<file path="config.mk">
export PLATFORM = sky130hd
export DESIGN_NAME = quoted_arg_tokenizer_batcher_top
export DESIGN_NICKNAME = d
export VERILOG_FILES = /design/src/qatb_pkg.sv /design/src/quoted_arg_tokenizer_batcher_top.sv /design/src/qatb_front.sv /design/src/qatb_fifo.sv /design/src/qatb_back.sv
export SDC_FILE = /design/constraint.sdc
export NUM_CORES = 1
export LEC_CHECK = 0
export BUFFER_PORTS_ARGS = -buffer_cell sky130_fd_sc_hd__buf_2
export CORE_MARGIN = 5
export CORE_UTILIZATION = 45
export CTS_BUF_LIST = sky130_fd_sc_hd__clkbuf_2
export DETAILED_ROUTE_END_ITERATION = 10
export GPL_TIMING_DRIVEN = 0
export PLACE_DENSITY = 0.58
export SETUP_SLACK_MARGIN = 0.2
export SLEW_MARGIN = 40
export SYNTH_ARGS = -nofsm -noshare
export SYNTH_HDL_FRONTEND = slang
export SYNTH_HIERARCHICAL = 1
export SYNTH_SLANG_ARGS = --single-unit
export TNS_END_PERCENT = 20
</file>
<file path="constraint.sdc">
create_clock -name clk -period 22.9 [get_ports clk]
set_input_delay 1.145 -clock clk [delete_from_list [all_inputs] [get_ports clk]]
set_output_delay 1.145 -clock clk [all_outputs]
set_load 0.05 [all_outputs]
</file>
<file path="src/qatb_pkg.sv">
`timescale 1ns / 1ps
// ----------------------------------------------------------------------------
// qatb_pkg
// Shared types and constants for the quoted argument tokenizer and batcher.
// ----------------------------------------------------------------------------
package qatb_pkg;

  localparam int MAX_WORDS = 10000;
  localparam logic [16:0] WORDS_LIMIT = 17'(MAX_WORDS - 1);

  localparam int CFG_IDX_W = 3;
  localparam int CFG_DATA_W = 24;
  localparam logic [CFG_IDX_W-1:0] CFG_MAX_BYTES   = 3'd0;
  localparam logic [CFG_IDX_W-1:0] CFG_FIXED_BYTES = 3'd1;
  localparam logic [CFG_IDX_W-1:0] CFG_FIXED_WORDS = 3'd2;
  localparam logic [CFG_IDX_W-1:0] CFG_MAX_ARGS    = 3'd3;
  localparam logic [CFG_IDX_W-1:0] CFG_STRICT      = 3'd4;

  localparam logic [23:0] RST_MAX_BYTES   = 24'd2093056;
  localparam logic [15:0] RST_FIXED_BYTES = 16'd10;
  localparam logic [7:0]  RST_FIXED_WORDS = 8'd1;
  localparam logic [15:0] RST_MAX_ARGS    = 16'd0;

  localparam logic [7:0] CH_SPACE = 8'h20;
  localparam logic [7:0] CH_TAB   = 8'h09;
  localparam logic [7:0] CH_LF    = 8'h0A;
  localparam logic [7:0] CH_SQ    = 8'h27;
  localparam logic [7:0] CH_DQ    = 8'h22;
  localparam logic [7:0] CH_BSL   = 8'h5C;

  localparam logic [1:0] ERR_NONE = 2'd0;
  localparam logic [1:0] ERR_SQ   = 2'd1;
  localparam logic [1:0] ERR_DQ   = 2'd2;
  localparam logic [1:0] ERR_BSL  = 2'd3;

  localparam logic [23:0] ARG_LEN_MAX = 24'hFFFFFF;

  localparam int QDEPTH = 2;
  localparam int QPTR_W = 1;

  typedef struct packed {
    logic [23:0] max_bytes;
    logic [15:0] fixed_bytes;
    logic [7:0]  fixed_words;
    logic [15:0] max_args;
    logic        strict;
  } cfg_t;

  typedef struct packed {
    logic        byte_valid;
    logic [7:0]  out_byte;
    logic        arg_end;
    logic [23:0] arg_length;
    logic        dropped;
    logic [1:0]  error_code;
    logic        last;
  } evt_t;

  typedef struct packed {
    logic        byte_valid;
    logic [7:0]  out_byte;
    logic        arg_end;
    logic [23:0] arg_length;
    logic        run_before;
    logic        run_after;
    logic        dropped;
    logic [1:0]  error_code;
    logic        last;
  } res_t;

endpackage

</file>
<file path="src/quoted_arg_tokenizer_batcher_top.sv">
`timescale 1ns / 1ps
// ----------------------------------------------------------------------------
// quoted_arg_tokenizer_batcher_top
// Splits a byte stream into shell-style arguments and marks batch boundaries.
// Path: an accepted word is written into the event queue, then into the output register.
// Throughput: one input word per cycle while the event queue is not full.
// Reset (synchronous, rst high): lexer, batch counts, queue and output clear;
// configuration returns to defaults. After end of input or a fatal argument
// all further input words are taken and give no result until reset.
// ----------------------------------------------------------------------------
module quoted_arg_tokenizer_batcher_top #(
  parameter int LEN_BITS = 24
) (
  input  logic                          clk,
  input  logic                          rst,
  input  logic                          s_axis_tvalid,
  output logic                          s_axis_tready,
  input  logic [7:0]                    s_axis_tdata,  // in_byte
  input  logic                          s_axis_tuser,  // opcode
  output logic                          m_axis_tvalid,
  input  logic                          m_axis_tready,
  // byte_valid, out_byte, arg_end, arg_length, run_before, run_after,
  // dropped, error_code, zero pad
  output logic [39:0]                   m_axis_tdata,
  output logic                          m_axis_tlast,  // last
  input  logic                          cfg_we,
  input  logic [qatb_pkg::CFG_IDX_W-1:0]  cfg_index,
  input  logic [qatb_pkg::CFG_DATA_W-1:0] cfg_data
);
  import qatb_pkg::*;

  cfg_t cfg;
  evt_t f_evt, q_evt;
  res_t res;
  logic f_push, q_full, q_nonempty, q_pop;

  always_ff @(posedge clk) begin
    if (rst) begin
      cfg.max_bytes   <= RST_MAX_BYTES;
      cfg.fixed_bytes <= RST_FIXED_BYTES;
      cfg.fixed_words <= RST_FIXED_WORDS;
      cfg.max_args    <= RST_MAX_ARGS;
      cfg.strict      <= 1'b0;
    end else if (cfg_we) begin
      unique case (cfg_index)
        CFG_MAX_BYTES:   cfg.max_bytes   <= cfg_data;
        CFG_FIXED_BYTES: cfg.fixed_bytes <= cfg_data[15:0];
        CFG_FIXED_WORDS: cfg.fixed_words <= cfg_data[7:0];
        CFG_MAX_ARGS:    cfg.max_args    <= cfg_data[15:0];
        CFG_STRICT:      cfg.strict      <= cfg_data[0];
        default: ;
      endcase
    end
  end

  qatb_front #(
    .LEN_BITS(LEN_BITS)
  ) u_front (
    .clk      (clk),
    .rst      (rst),
    .cfg      (cfg),
    .in_valid (s_axis_tvalid),
    .in_ready (s_axis_tready),
    .in_op    (s_axis_tuser),
    .in_byte  (s_axis_tdata),
    .q_full   (q_full),
    .push     (f_push),
    .evt      (f_evt)
  );

  qatb_fifo u_fifo (
    .clk      (clk),
    .rst      (rst),
    .push     (f_push),
    .wdata    (f_evt),
    .full     (q_full),
    .pop      (q_pop),
    .nonempty (q_nonempty),
    .rdata    (q_evt)
  );

  qatb_back u_back (
    .clk        (clk),
    .rst        (rst),
    .cfg        (cfg),
    .q_nonempty (q_nonempty),
    .q_data     (q_evt),
    .q_pop      (q_pop),
    .out_valid  (m_axis_tvalid),
    .out_ready  (m_axis_tready),
    .res        (res)
  );

  assign m_axis_tdata = {1'b0, res.error_code, res.dropped, res.run_after, res.run_before,
                         res.arg_length, res.arg_end, res.out_byte, res.byte_valid};
  assign m_axis_tlast = res.last;

endmodule

</file>
<file path="src/qatb_front.sv">
`timescale 1ns / 1ps
// ----------------------------------------------------------------------------
// qatb_front
// Lexer: tracks quoting and escapes, counts argument length, flags oversize
// and fatal arguments, and pushes one event word per result into the queue.
// ----------------------------------------------------------------------------
module qatb_front #(
  parameter int LEN_BITS = 24
) (
  input  logic           clk,
  input  logic           rst,
  input  qatb_pkg::cfg_t cfg,
  input  logic           in_valid,
  output logic           in_ready,
  input  logic           in_op,
  input  logic [7:0]     in_byte,
  input  logic           q_full,
  output logic           push,
  output qatb_pkg::evt_t evt
);
  import qatb_pkg::*;

  localparam logic [2:0] M_BETWEEN = 3'd0;
  localparam logic [2:0] M_WORD    = 3'd1;
  localparam logic [2:0] M_SQ      = 3'd2;
  localparam logic [2:0] M_DQ      = 3'd3;
  localparam logic [2:0] M_ESC     = 3'd4;

  localparam int CW = (LEN_BITS + 2 > 26) ? LEN_BITS + 2 : 26;
  localparam logic [LEN_BITS-1:0] LEN_MAX = {LEN_BITS{1'b1}};

  logic [2:0]          mode, mode_next;
  logic [LEN_BITS-1:0] cur_len, cur_len_next;
  logic                halted, halted_next;

  logic                accept, is_ws, fin, emit;
  logic [LEN_BITS:0]   need;
  logic [CW-1:0]       need_x, sum_x, max_x;
  logic                fatal, oversize;

  assign in_ready = !q_full;
  assign accept   = in_valid && in_ready;
  assign is_ws    = (in_byte == CH_SPACE) || (in_byte == CH_TAB) || (in_byte == CH_LF);

  assign need     = {1'b0, cur_len} + {{LEN_BITS{1'b0}}, 1'b1};
  assign need_x   = CW'(need);
  assign max_x    = CW'(cfg.max_bytes);
  assign sum_x    = CW'(cfg.fixed_bytes) + need_x;
  assign fatal    = cfg.strict && (need_x > max_x);
  assign oversize = fatal || (sum_x > max_x) || ({9'b0, cfg.fixed_words} >= WORDS_LIMIT);

  always_comb begin
    mode_next    = mode;
    cur_len_next = cur_len;
    halted_next  = halted;
    push         = 1'b0;
    evt          = '0;
    fin          = 1'b0;
    emit         = 1'b0;
    if (accept && !halted) begin
      if (in_op) begin
        push        = 1'b1;
        evt.last    = 1'b1;
        halted_next = 1'b1;
        unique case (mode)
          M_SQ:    evt.error_code = ERR_SQ;
          M_DQ:    evt.error_code = ERR_DQ;
          M_WORD:  fin = 1'b1;
          M_BETWEEN: ;
          default: evt.error_code = ERR_BSL;
        endcase
      end else begin
        unique case (mode)
          M_BETWEEN, M_WORD: begin
            if (is_ws) begin
              fin = (mode == M_WORD);
            end else if (in_byte == CH_SQ) begin
              mode_next = M_SQ;
            end else if (in_byte == CH_DQ) begin
              mode_next = M_DQ;
            end else if (in_byte == CH_BSL) begin
              mode_next = M_ESC;
            end else begin
              mode_next = M_WORD;
              emit      = 1'b1;
            end
          end
          M_SQ, M_DQ: begin
            if (in_byte == ((mode == M_SQ) ? CH_SQ : CH_DQ)) begin
              mode_next = M_WORD;
            end else if (in_byte != CH_LF) begin
              emit = 1'b1;
            end
          end
          default: begin
            mode_next = M_WORD;
            emit      = 1'b1;
          end
        endcase
      end
      if (emit) begin
        push           = 1'b1;
        evt.byte_valid = 1'b1;
        evt.out_byte   = in_byte;
        cur_len_next   = (cur_len == LEN_MAX) ? cur_len : cur_len + 1'b1;
      end
      if (fin) begin
        push           = 1'b1;
        evt.arg_end    = 1'b1;
        evt.arg_length = (CW'(cur_len) > CW'(ARG_LEN_MAX)) ? ARG_LEN_MAX : 24'(CW'(cur_len));
        evt.dropped    = oversize;
        cur_len_next   = '0;
        mode_next      = M_BETWEEN;
        if (fatal) begin
          evt.last    = 1'b1;
          halted_next = 1'b1;
        end
      end
    end
  end

  always_ff @(posedge clk) begin
    if (rst) begin
      mode    <= M_BETWEEN;
      cur_len <= '0;
      halted  <= 1'b0;
    end else begin
      mode    <= mode_next;
      cur_len <= cur_len_next;
      halted  <= halted_next;
    end
  end

endmodule

</file>
<file path="src/qatb_fifo.sv">
`timescale 1ns / 1ps
// ----------------------------------------------------------------------------
// qatb_fifo
// Two-entry event queue between the lexer and the batch decision stage.
// ----------------------------------------------------------------------------
module qatb_fifo (
  input  logic           clk,
  input  logic           rst,
  input  logic           push,
  input  qatb_pkg::evt_t wdata,
  output logic           full,
  input  logic           pop,
  output logic           nonempty,
  output qatb_pkg::evt_t rdata
);
  import qatb_pkg::*;

  evt_t              mem [QDEPTH];
  logic [QPTR_W-1:0] wr_ptr, rd_ptr;
  logic [QPTR_W:0]   count;

  assign full     = (count == (QPTR_W+1)'(QDEPTH));
  assign nonempty = (count != '0);
  assign rdata    = mem[rd_ptr];

  always_ff @(posedge clk) begin
    if (push) begin
      mem[wr_ptr] <= wdata;
    end
  end

  always_ff @(posedge clk) begin
    if (rst) begin
      wr_ptr <= '0;
      rd_ptr <= '0;
      count  <= '0;
    end else begin
      if (push) begin
        wr_ptr <= wr_ptr + 1'b1;
      end
      if (pop) begin
        rd_ptr <= rd_ptr + 1'b1;
      end
      if (push && !pop) begin
        count <= count + 1'b1;
      end else if (pop && !push) begin
        count <= count - 1'b1;
      end
    end
  end

endmodule

</file>
<file path="src/qatb_back.sv">
`timescale 1ns / 1ps
// ----------------------------------------------------------------------------
// qatb_back
// Batch decision stage: keeps batch byte and word counts, decides run
// before/after for each completed argument, and holds the output register.
// ----------------------------------------------------------------------------
module qatb_back (
  input  logic           clk,
  input  logic           rst,
  input  qatb_pkg::cfg_t cfg,
  input  logic           q_nonempty,
  input  qatb_pkg::evt_t q_data,
  output logic           q_pop,
  output logic           out_valid,
  input  logic           out_ready,
  output qatb_pkg::res_t res
);
  import qatb_pkg::*;

  logic [23:0] batch_bytes;
  logic [15:0] batch_args;

  logic [24:0] need;
  logic [23:0] cur_bytes, base_bytes, new_bytes;
  logic [25:0] sum_bytes;
  logic [16:0] words;
  logic [15:0] base_args, new_args;
  logic        run_b, run_a, decide;

  assign q_pop     = q_nonempty && (!out_valid || out_ready);
  assign decide    = q_data.arg_end && !q_data.dropped;

  assign need      = {1'b0, q_data.arg_length} + 25'd1;
  assign cur_bytes = (batch_args == '0) ? {8'b0, cfg.fixed_bytes} : batch_bytes;
  assign sum_bytes = {2'b0, cur_bytes} + {1'b0, need};
  assign words     = {9'b0, cfg.fixed_words} + {1'b0, batch_args};
  assign run_b     = (sum_bytes > {2'b0, cfg.max_bytes}) || (words >= WORDS_LIMIT);
  assign base_bytes = run_b ? {8'b0, cfg.fixed_bytes} : cur_bytes;
  assign base_args  = run_b ? 16'd0 : batch_args;
  assign new_bytes  = base_bytes + need[23:0];
  assign new_args   = base_args + 16'd1;
  assign run_a      = (cfg.max_args != '0) && (new_args >= cfg.max_args);

  always_ff @(posedge clk) begin
    if (q_pop) begin
      res.byte_valid <= q_data.byte_valid;
      res.out_byte   <= q_data.out_byte;
      res.arg_end    <= q_data.arg_end;
      res.arg_length <= q_data.arg_length;
      res.run_before <= decide && run_b;
      res.run_after  <= decide && run_a;
      res.dropped    <= q_data.dropped;
      res.error_code <= q_data.error_code;
      res.last       <= q_data.last;
    end
  end

  always_ff @(posedge clk) begin
    if (rst) begin
      out_valid   <= 1'b0;
      batch_bytes <= '0;
      batch_args  <= '0;
    end else begin
      if (q_pop) begin
        out_valid <= 1'b1;
      end else if (out_ready) begin
        out_valid <= 1'b0;
      end
      if (q_pop && decide) begin
        batch_bytes <= new_bytes;
        batch_args  <= run_a ? 16'd0 : new_args;
      end
    end
  end

endmodule
</file>
After elaboration in Yosys (flattened, before gate mapping) --
Memories as Yosys holds them, arrays and structs flattened. A register that Yosys moved wholly into a read port is not among the register bits. Index checks and enable logic that the tools add are counted.
Storage, ports and cells: memory bits (writable) 76, output and inout port bits 43, flip-flop bits (word level) 178, bits of input ports 41, memories kept 1, logic and storage cells 153
Operators by class: reductions and logical operators 39, mux-type cells 52, $lt $le $gt $ge 5, add/subtract/negate cells 12, eq/ne operators 21
Memories:
- u_fifo.mem | depth 2, width 38, rd ports 1, clocked after Yosys merged registers in 1, write ports 1, RTL line qatb_fifo.sv:18 | evt_t mem [QDEPTH];
Operator list (count):
- 24-bit 2-to-1 mux | 5
- 26-bit by 24-bit > comparator with 1-bit output | 2
- 24-bit by 1-bit adder with 25-bit output (second input constant) | 2
- 38-bit 2-to-1 mux | 1
- 16-bit 2-to-1 mux | 2
- 1-bit 2-to-1 mux | 28
- 3-bit 2-to-1 mux | 9
- 16-bit by 25-bit adder with 26-bit output | 1
- 24-bit by 25-bit adder with 26-bit output | 1
- 26-bit 2-to-1 mux | 1
- 25-bit by 24-bit > comparator with 1-bit output | 1
- 24-bit by 1-bit adder with 24-bit output (second input constant) | 1
- 24-bit adder | 1
- 24-bit equality test (second input constant) | 1
- 8-bit by 6-bit equality test with 1-bit output (second input constant) | 3
- 8-bit by 16-bit adder with 17-bit output | 1
- 17-bit by 14-bit >= comparator with 1-bit output (second input constant) | 1
- 16-bit by 1-bit adder with 16-bit output (second input constant) | 1
- 8-bit by 4-bit equality test with 1-bit output (second input constant) | 2
- 16-bit >= comparator | 1
- 16-bit zero test | 1
- 16-bit nonzero test | 1
- 3-bit by 2-bit equality test with 1-bit output (second input constant) | 4
- 1-bit logical AND | 11
- other kinds (25) | 47

Depth between registers and ports, before layout --
depth in word-level cells 15, mapped depth 44, gate-level depth less buffers 39

Modules after synthesis --
The synthesis kept the hierarchy.
By module, submodules not included:
- qatb_back | seq. area each 2021.9 um^2, instances 1, area each 7976.4 um^2, cells an instance 948
- qatb_front | seq. area each 560.5 um^2, instances 1, area each 4236.6 um^2, cells an instance 585
- qatb_fifo | seq. area each 2382.3 um^2, instances 1, area each 2955.3 um^2, cells an instance 140
- quoted_arg_tokenizer_batcher_top | seq. area each 1301.2 um^2, instances 1, area each 2706.3 um^2, cells an instance 252

Least setup slack after synthesis --
OpenSTA, ideal clock, no wires.
path kind register to register, from register u_back.batch_args[8], to register u_back.batch_args[2], period minus slack after synthesis 8687 ps, data arrival time 8592 ps, setup time 95 ps, required time 22805 ps, path slack 14213 ps, stages on the path, launching flop included 41, buffers on the path 4, cells stage by stage dfxtp_1 -> clkbuf_1 -> nor4_1 -> nand4_1 -> clkbuf_1 -> mux2_2 -> ha_1 -> a211o_1 -> a211oi_1 -> o2bb2ai_1 -> a21oi_1 -> o21bai_1 -> a21oi_1 -> o21bai_1 -> a2111oi_0 -> nand4b_1 -> ha_1 -> a21o_1 -> (+5 left out) -> nand3_2 -> buf_2 -> buf_2 -> nor2_1 -> ha_1 -> and3_1 -> and3_1 -> nand3_1 -> or3_1 -> a21oi_1 -> ha_1 -> a21o_1 -> a21o_1 -> a2111oi_0 -> a21boi_0 -> a21o_1 -> or4_1 -> o311ai_1
On the way: word-level cells in the longest chain between the ends 10, elaborated cells between the ends (all ways) 12, those cells by class add/sub (3); order compare (3); mux (3); reduce/logical (3)
RTL lines:
- start, declared | RTL line qatb_back.sv:21 | logic [15:0] batch_args;
- start signal, assigned | RTL line qatb_back.sv:71 | batch_args <= run_a ? 16'd0 : new_args;
- 16-bit zero test | RTL line qatb_back.sv:34 | assign cur_bytes = (batch_args == '0) ? {8'b0, cfg.fixed_bytes} : batch_bytes;
- 24-bit 2-to-1 mux | RTL line qatb_back.sv:34
- 24-bit by 25-bit adder with 26-bit output | RTL line qatb_back.sv:35 | assign sum_bytes = {2'b0, cur_bytes} + {1'b0, need};
- 26-bit by 24-bit > comparator with 1-bit output | RTL line qatb_back.sv:37 | assign run_b = (sum_bytes > {2'b0, cfg.max_bytes}) || (words >= WORDS_LIMIT);
- 1-bit logical OR | RTL line qatb_back.sv:37
- 16-bit 2-to-1 mux * | RTL line qatb_back.sv:39 | assign base_args = run_b ? 16'd0 : batch_args;
- 16-bit by 1-bit adder with 16-bit output * | RTL line qatb_back.sv:41 | assign new_args = base_args + 16'd1;
- 16-bit >= comparator | RTL line qatb_back.sv:42 | assign run_a = (cfg.max_args != '0) && (new_args >= cfg.max_args);
- 1-bit logical AND | RTL line qatb_back.sv:42
- 16-bit 2-to-1 mux * | RTL line qatb_back.sv:71
Every way passes the cells marked *; elsewhere a longest branch is shown, timed or not. A chain may end at the register's enable or synchronous reset.

Worst setup path in the final report --
from register u_back.batch_args[8], to register u_back.batch_args[9]
Same word-level chain as after synthesis.

==> flow_summary.json <==
{
  "status": "finished with violations",
  "violations": "antenna rules",
  "max_cap_violations": 0,
  "stdcell_count": 2663,
  "core_region_area_um2": 39500,
  "htreeDepth": 3,
  "grt_max_degree": 41,
  "antenna_found_initial": 4,
  "clock-sinks": 255,
  "clk_latency_ns": 0.97,
  "power.density_nw_per_um2": 82.4,
  "setup_violations": 0,
  "io_pins": 84,
  "start_util_pct": 45.2,
  "timing.slew.headroom_pct": 45.8,
  "die_h_um": 209,
  "grt_pass1_wl_mm": 81.1,
  "yosysSeqAreaShare_pct": 35.1,
  "finalHoldViolations": 0,
  "cts_buffer_depth": 3,
  "synthDominantCellAreaShare_pct": 19.5,
  "die_area_um2": 43800,
  "regArea_um2": 6270,
  "hold_ws_ns": 0.460,
  "synth_top_cell_by_area": "edfxtp_1",
  "yosysWarnings": 6,
  "worstPathArrival_ns": 12.41,
  "drc_errors": 0,
  "fin_tns_setup_ns": 0,
  "grt_pass1_vias": 14300,
  "r2r-start": "u_back/batch_args[8]$_SDFFE_PP0P_",
  "tightest_slew_ns": 0.813,
  "finalMaxSlewViolations": 0,
  "postCtsHoldBufs": 0,
  "track_usage_pct": 23.6,
  "yosysMostFrequentCell": "ha_1",
  "worstPathRequired_ns": 23.79,
  "dp_hpwl_mm": 41.6,
  "num_rows": 73,
  "endpoint_kind": "flip-flop",
  "synth_flop_cell": "dfxtp_1",
  "synth_edf_count": 116,
  "finalClockSkew_ns": 0.0749,
  "finalNetCount": 2293,
  "io_buffers": 81,
  "critical_path.startpoint": "u_back/batch_args[8]$_SDFFE_PP0P_",
  "async_reset_ff_share_pct": 0,
  "final.min_clock_period_ns": 11.52,
  "hold_path.startpoint": "u_back/batch_bytes[14]$_SDFFE_PP0P_",
  "viasPerCell": 5.62,
  "synth_area_leaders": "edfxtp_1 (19%), dfxtp_1 (16%), ha_1 (12%)",
  "clk_pin_slew_ns": 0.08,
  "synth.distinct_cells": 93,
  "ys_ff_latch": 255,
  "place_congestion": 0.926,
  "hp-class": "flip-flop to flip-flop",
  "power_leakage_uw": 0.00844,
  "startpoint_type": "flip-flop",
  "synth_area_um2": 17900,
  "cp_max_fo": 10,
  "fmaxAchievable_mhz": 86.8,
  "die-width_um": 209,
  "post_drt_wl_per_cell_um": 19.9,
  "firstDrtPassIters": 7,
  "pre_cts_ws_ns": 11.69,
  "place_inst": 2535,
  "fillers": 3788,
  "drt_iter0_markers": 1121,
  "ant_nets": 1,
  "synthTopCellsByCount": "ha_1 (165), a21oi_1 (145), dfxtp_1 (139), nand2_1 (134), inv_1 (120)",
  "synthCells": 1925,
  "ir_worst_vdd_v": 0.0000407,
  "cts_tree": "built",
  "gr-total-overflow": 0,
  "cts_setup_buffers": 0,
  "syn-mean-instance-area_um2": 9.29,
  "cts-resized-gates": 0,
  "drive_above_1_share_pct": 15.5,
  "criticalPathCategory": "flip-flop to flip-flop",
  "cpPeakStageDelay_ns": 0.59,
  "routed-via-count": 15000,
  "crit_top_cell": "a21oi_1",
  "area_growth_pct": 10.1,
  "worst_slack_ns": 11.38,
  "finalPower_uw": 1620,
  "wl_mm": 52.9,
  "multiInputGateArea_um2": 10800,
  "cts_buffers": 71,
  "rsz0062_at_grt": "false",
  "cts_root_buf": "clkbuf_2",
  "synth_nets": 2135,
  "crit_path_top_delay_cell": "or4_1",
  "post-route-period-util_pct": 50.3
}
## metrics by stage
stage	utilization (%)	area [um^2]
after floorplan	-	17900
after global placement	47.9	18900
after detailed placement	48.1	19000
after CTS	49.7	19700
after global routing	49.7	19700
final	49.7	19700
## registers in the layout, summed over array words and instances, names as in the netlist, named ones only
signal and cells:
cfg 65, u_back/batch_args 16, u_back/batch_bytes 24, u_back/out_valid 1
u_back/res 40, u_fifo/count 2, u_fifo/mem 76, u_fifo/rd_ptr 1
u_fifo/wr_ptr 1, u_front/cur_len 24, u_front/halted 1, u_front/mode 3
## layout make-up
cell class,count,share of cell area (%)
buffer,67,1.86
tap,525,3.34
antenna,7,0.0890
timing repair buffer,85,2.48
clock buffer,105,2.67
clock inverter,16,0.452
inverter,120,2.30
multi-input combinational,1483,55.0
sequential,255,31.8
## cells by family after synthesis
family	after synthesis	synth area share [%]
mux	142	8.49
fa+ha+maj	169	12.0
compound gates	383	13.9
simple gates	689	21.0
xor+xnor	98	4.89
buf+inv	187	4.56
flops	255	35.1
other cells	2	0.0420
## worst max-delay path, delay by kind of cell (launching register included)
family	cells	cell delay, ns
XOR/XNOR	1	0.33
buffers and inverters	5	1.68
AND/OR/NAND/NOR	9	2.53
multiplexers	1	0.42
AO/OA/AOI/OAI	19	4.63
flip-flops	1	0.44
adder cells (fa/ha/maj)	4	1.39
## power breakdown
part / internal, uW / total, uW / switching (uW)
combinational: 230 / 704 / 475
sequential: 566 / 594 / 28.3
clock: 124 / 322 / 198
## path summary, 6_finish.rpt
kind,to,slack (ns),cells after the start
worst min-delay path,u_back/batch_bytes[14]$_SDFFE_PP0P_,0.46,2
worst max register to register,u_back/batch_args[9]$_SDFFE_PP0P_,11.38,39
worst max-delay path,u_back/batch_args[9]$_SDFFE_PP0P_,11.38,39
worst min register to register,u_back/batch_bytes[14]$_SDFFE_PP0P_,0.46,2
## routing by layer
metal,part of all wire [%],track usage [%],vias up
li1,-,-,7358
met3,6.0,4.36,65
met2,44,36.2,382
met4,2.1,6.71,2
met1,48,34.1,7149
met5,0.015,0,-
## placed cells by master (no fill, tap or decap), drive strengths merged, types with 11 or more instances in the layout
cell,instances
ha,165
a21oi,145
dfxtp,139
clkbuf,139
nand2,135
inv,123
buf,118
edfxtp,116
nor2,110
nand2b,95
nand3,78
mux2,74
xnor2,69
mux2i,68
o21ai,52
and2,51
a21o,49
nor3,38
nand4,36
xor2,29
nor4,23
a211oi,22
a211o,20
or3,20
and3,18
or2,17
o21bai,13
a31oi,13
clkinv,12
o21a,11
nor2b,11
No activity file was read; power rests on OpenSTA's default activity.
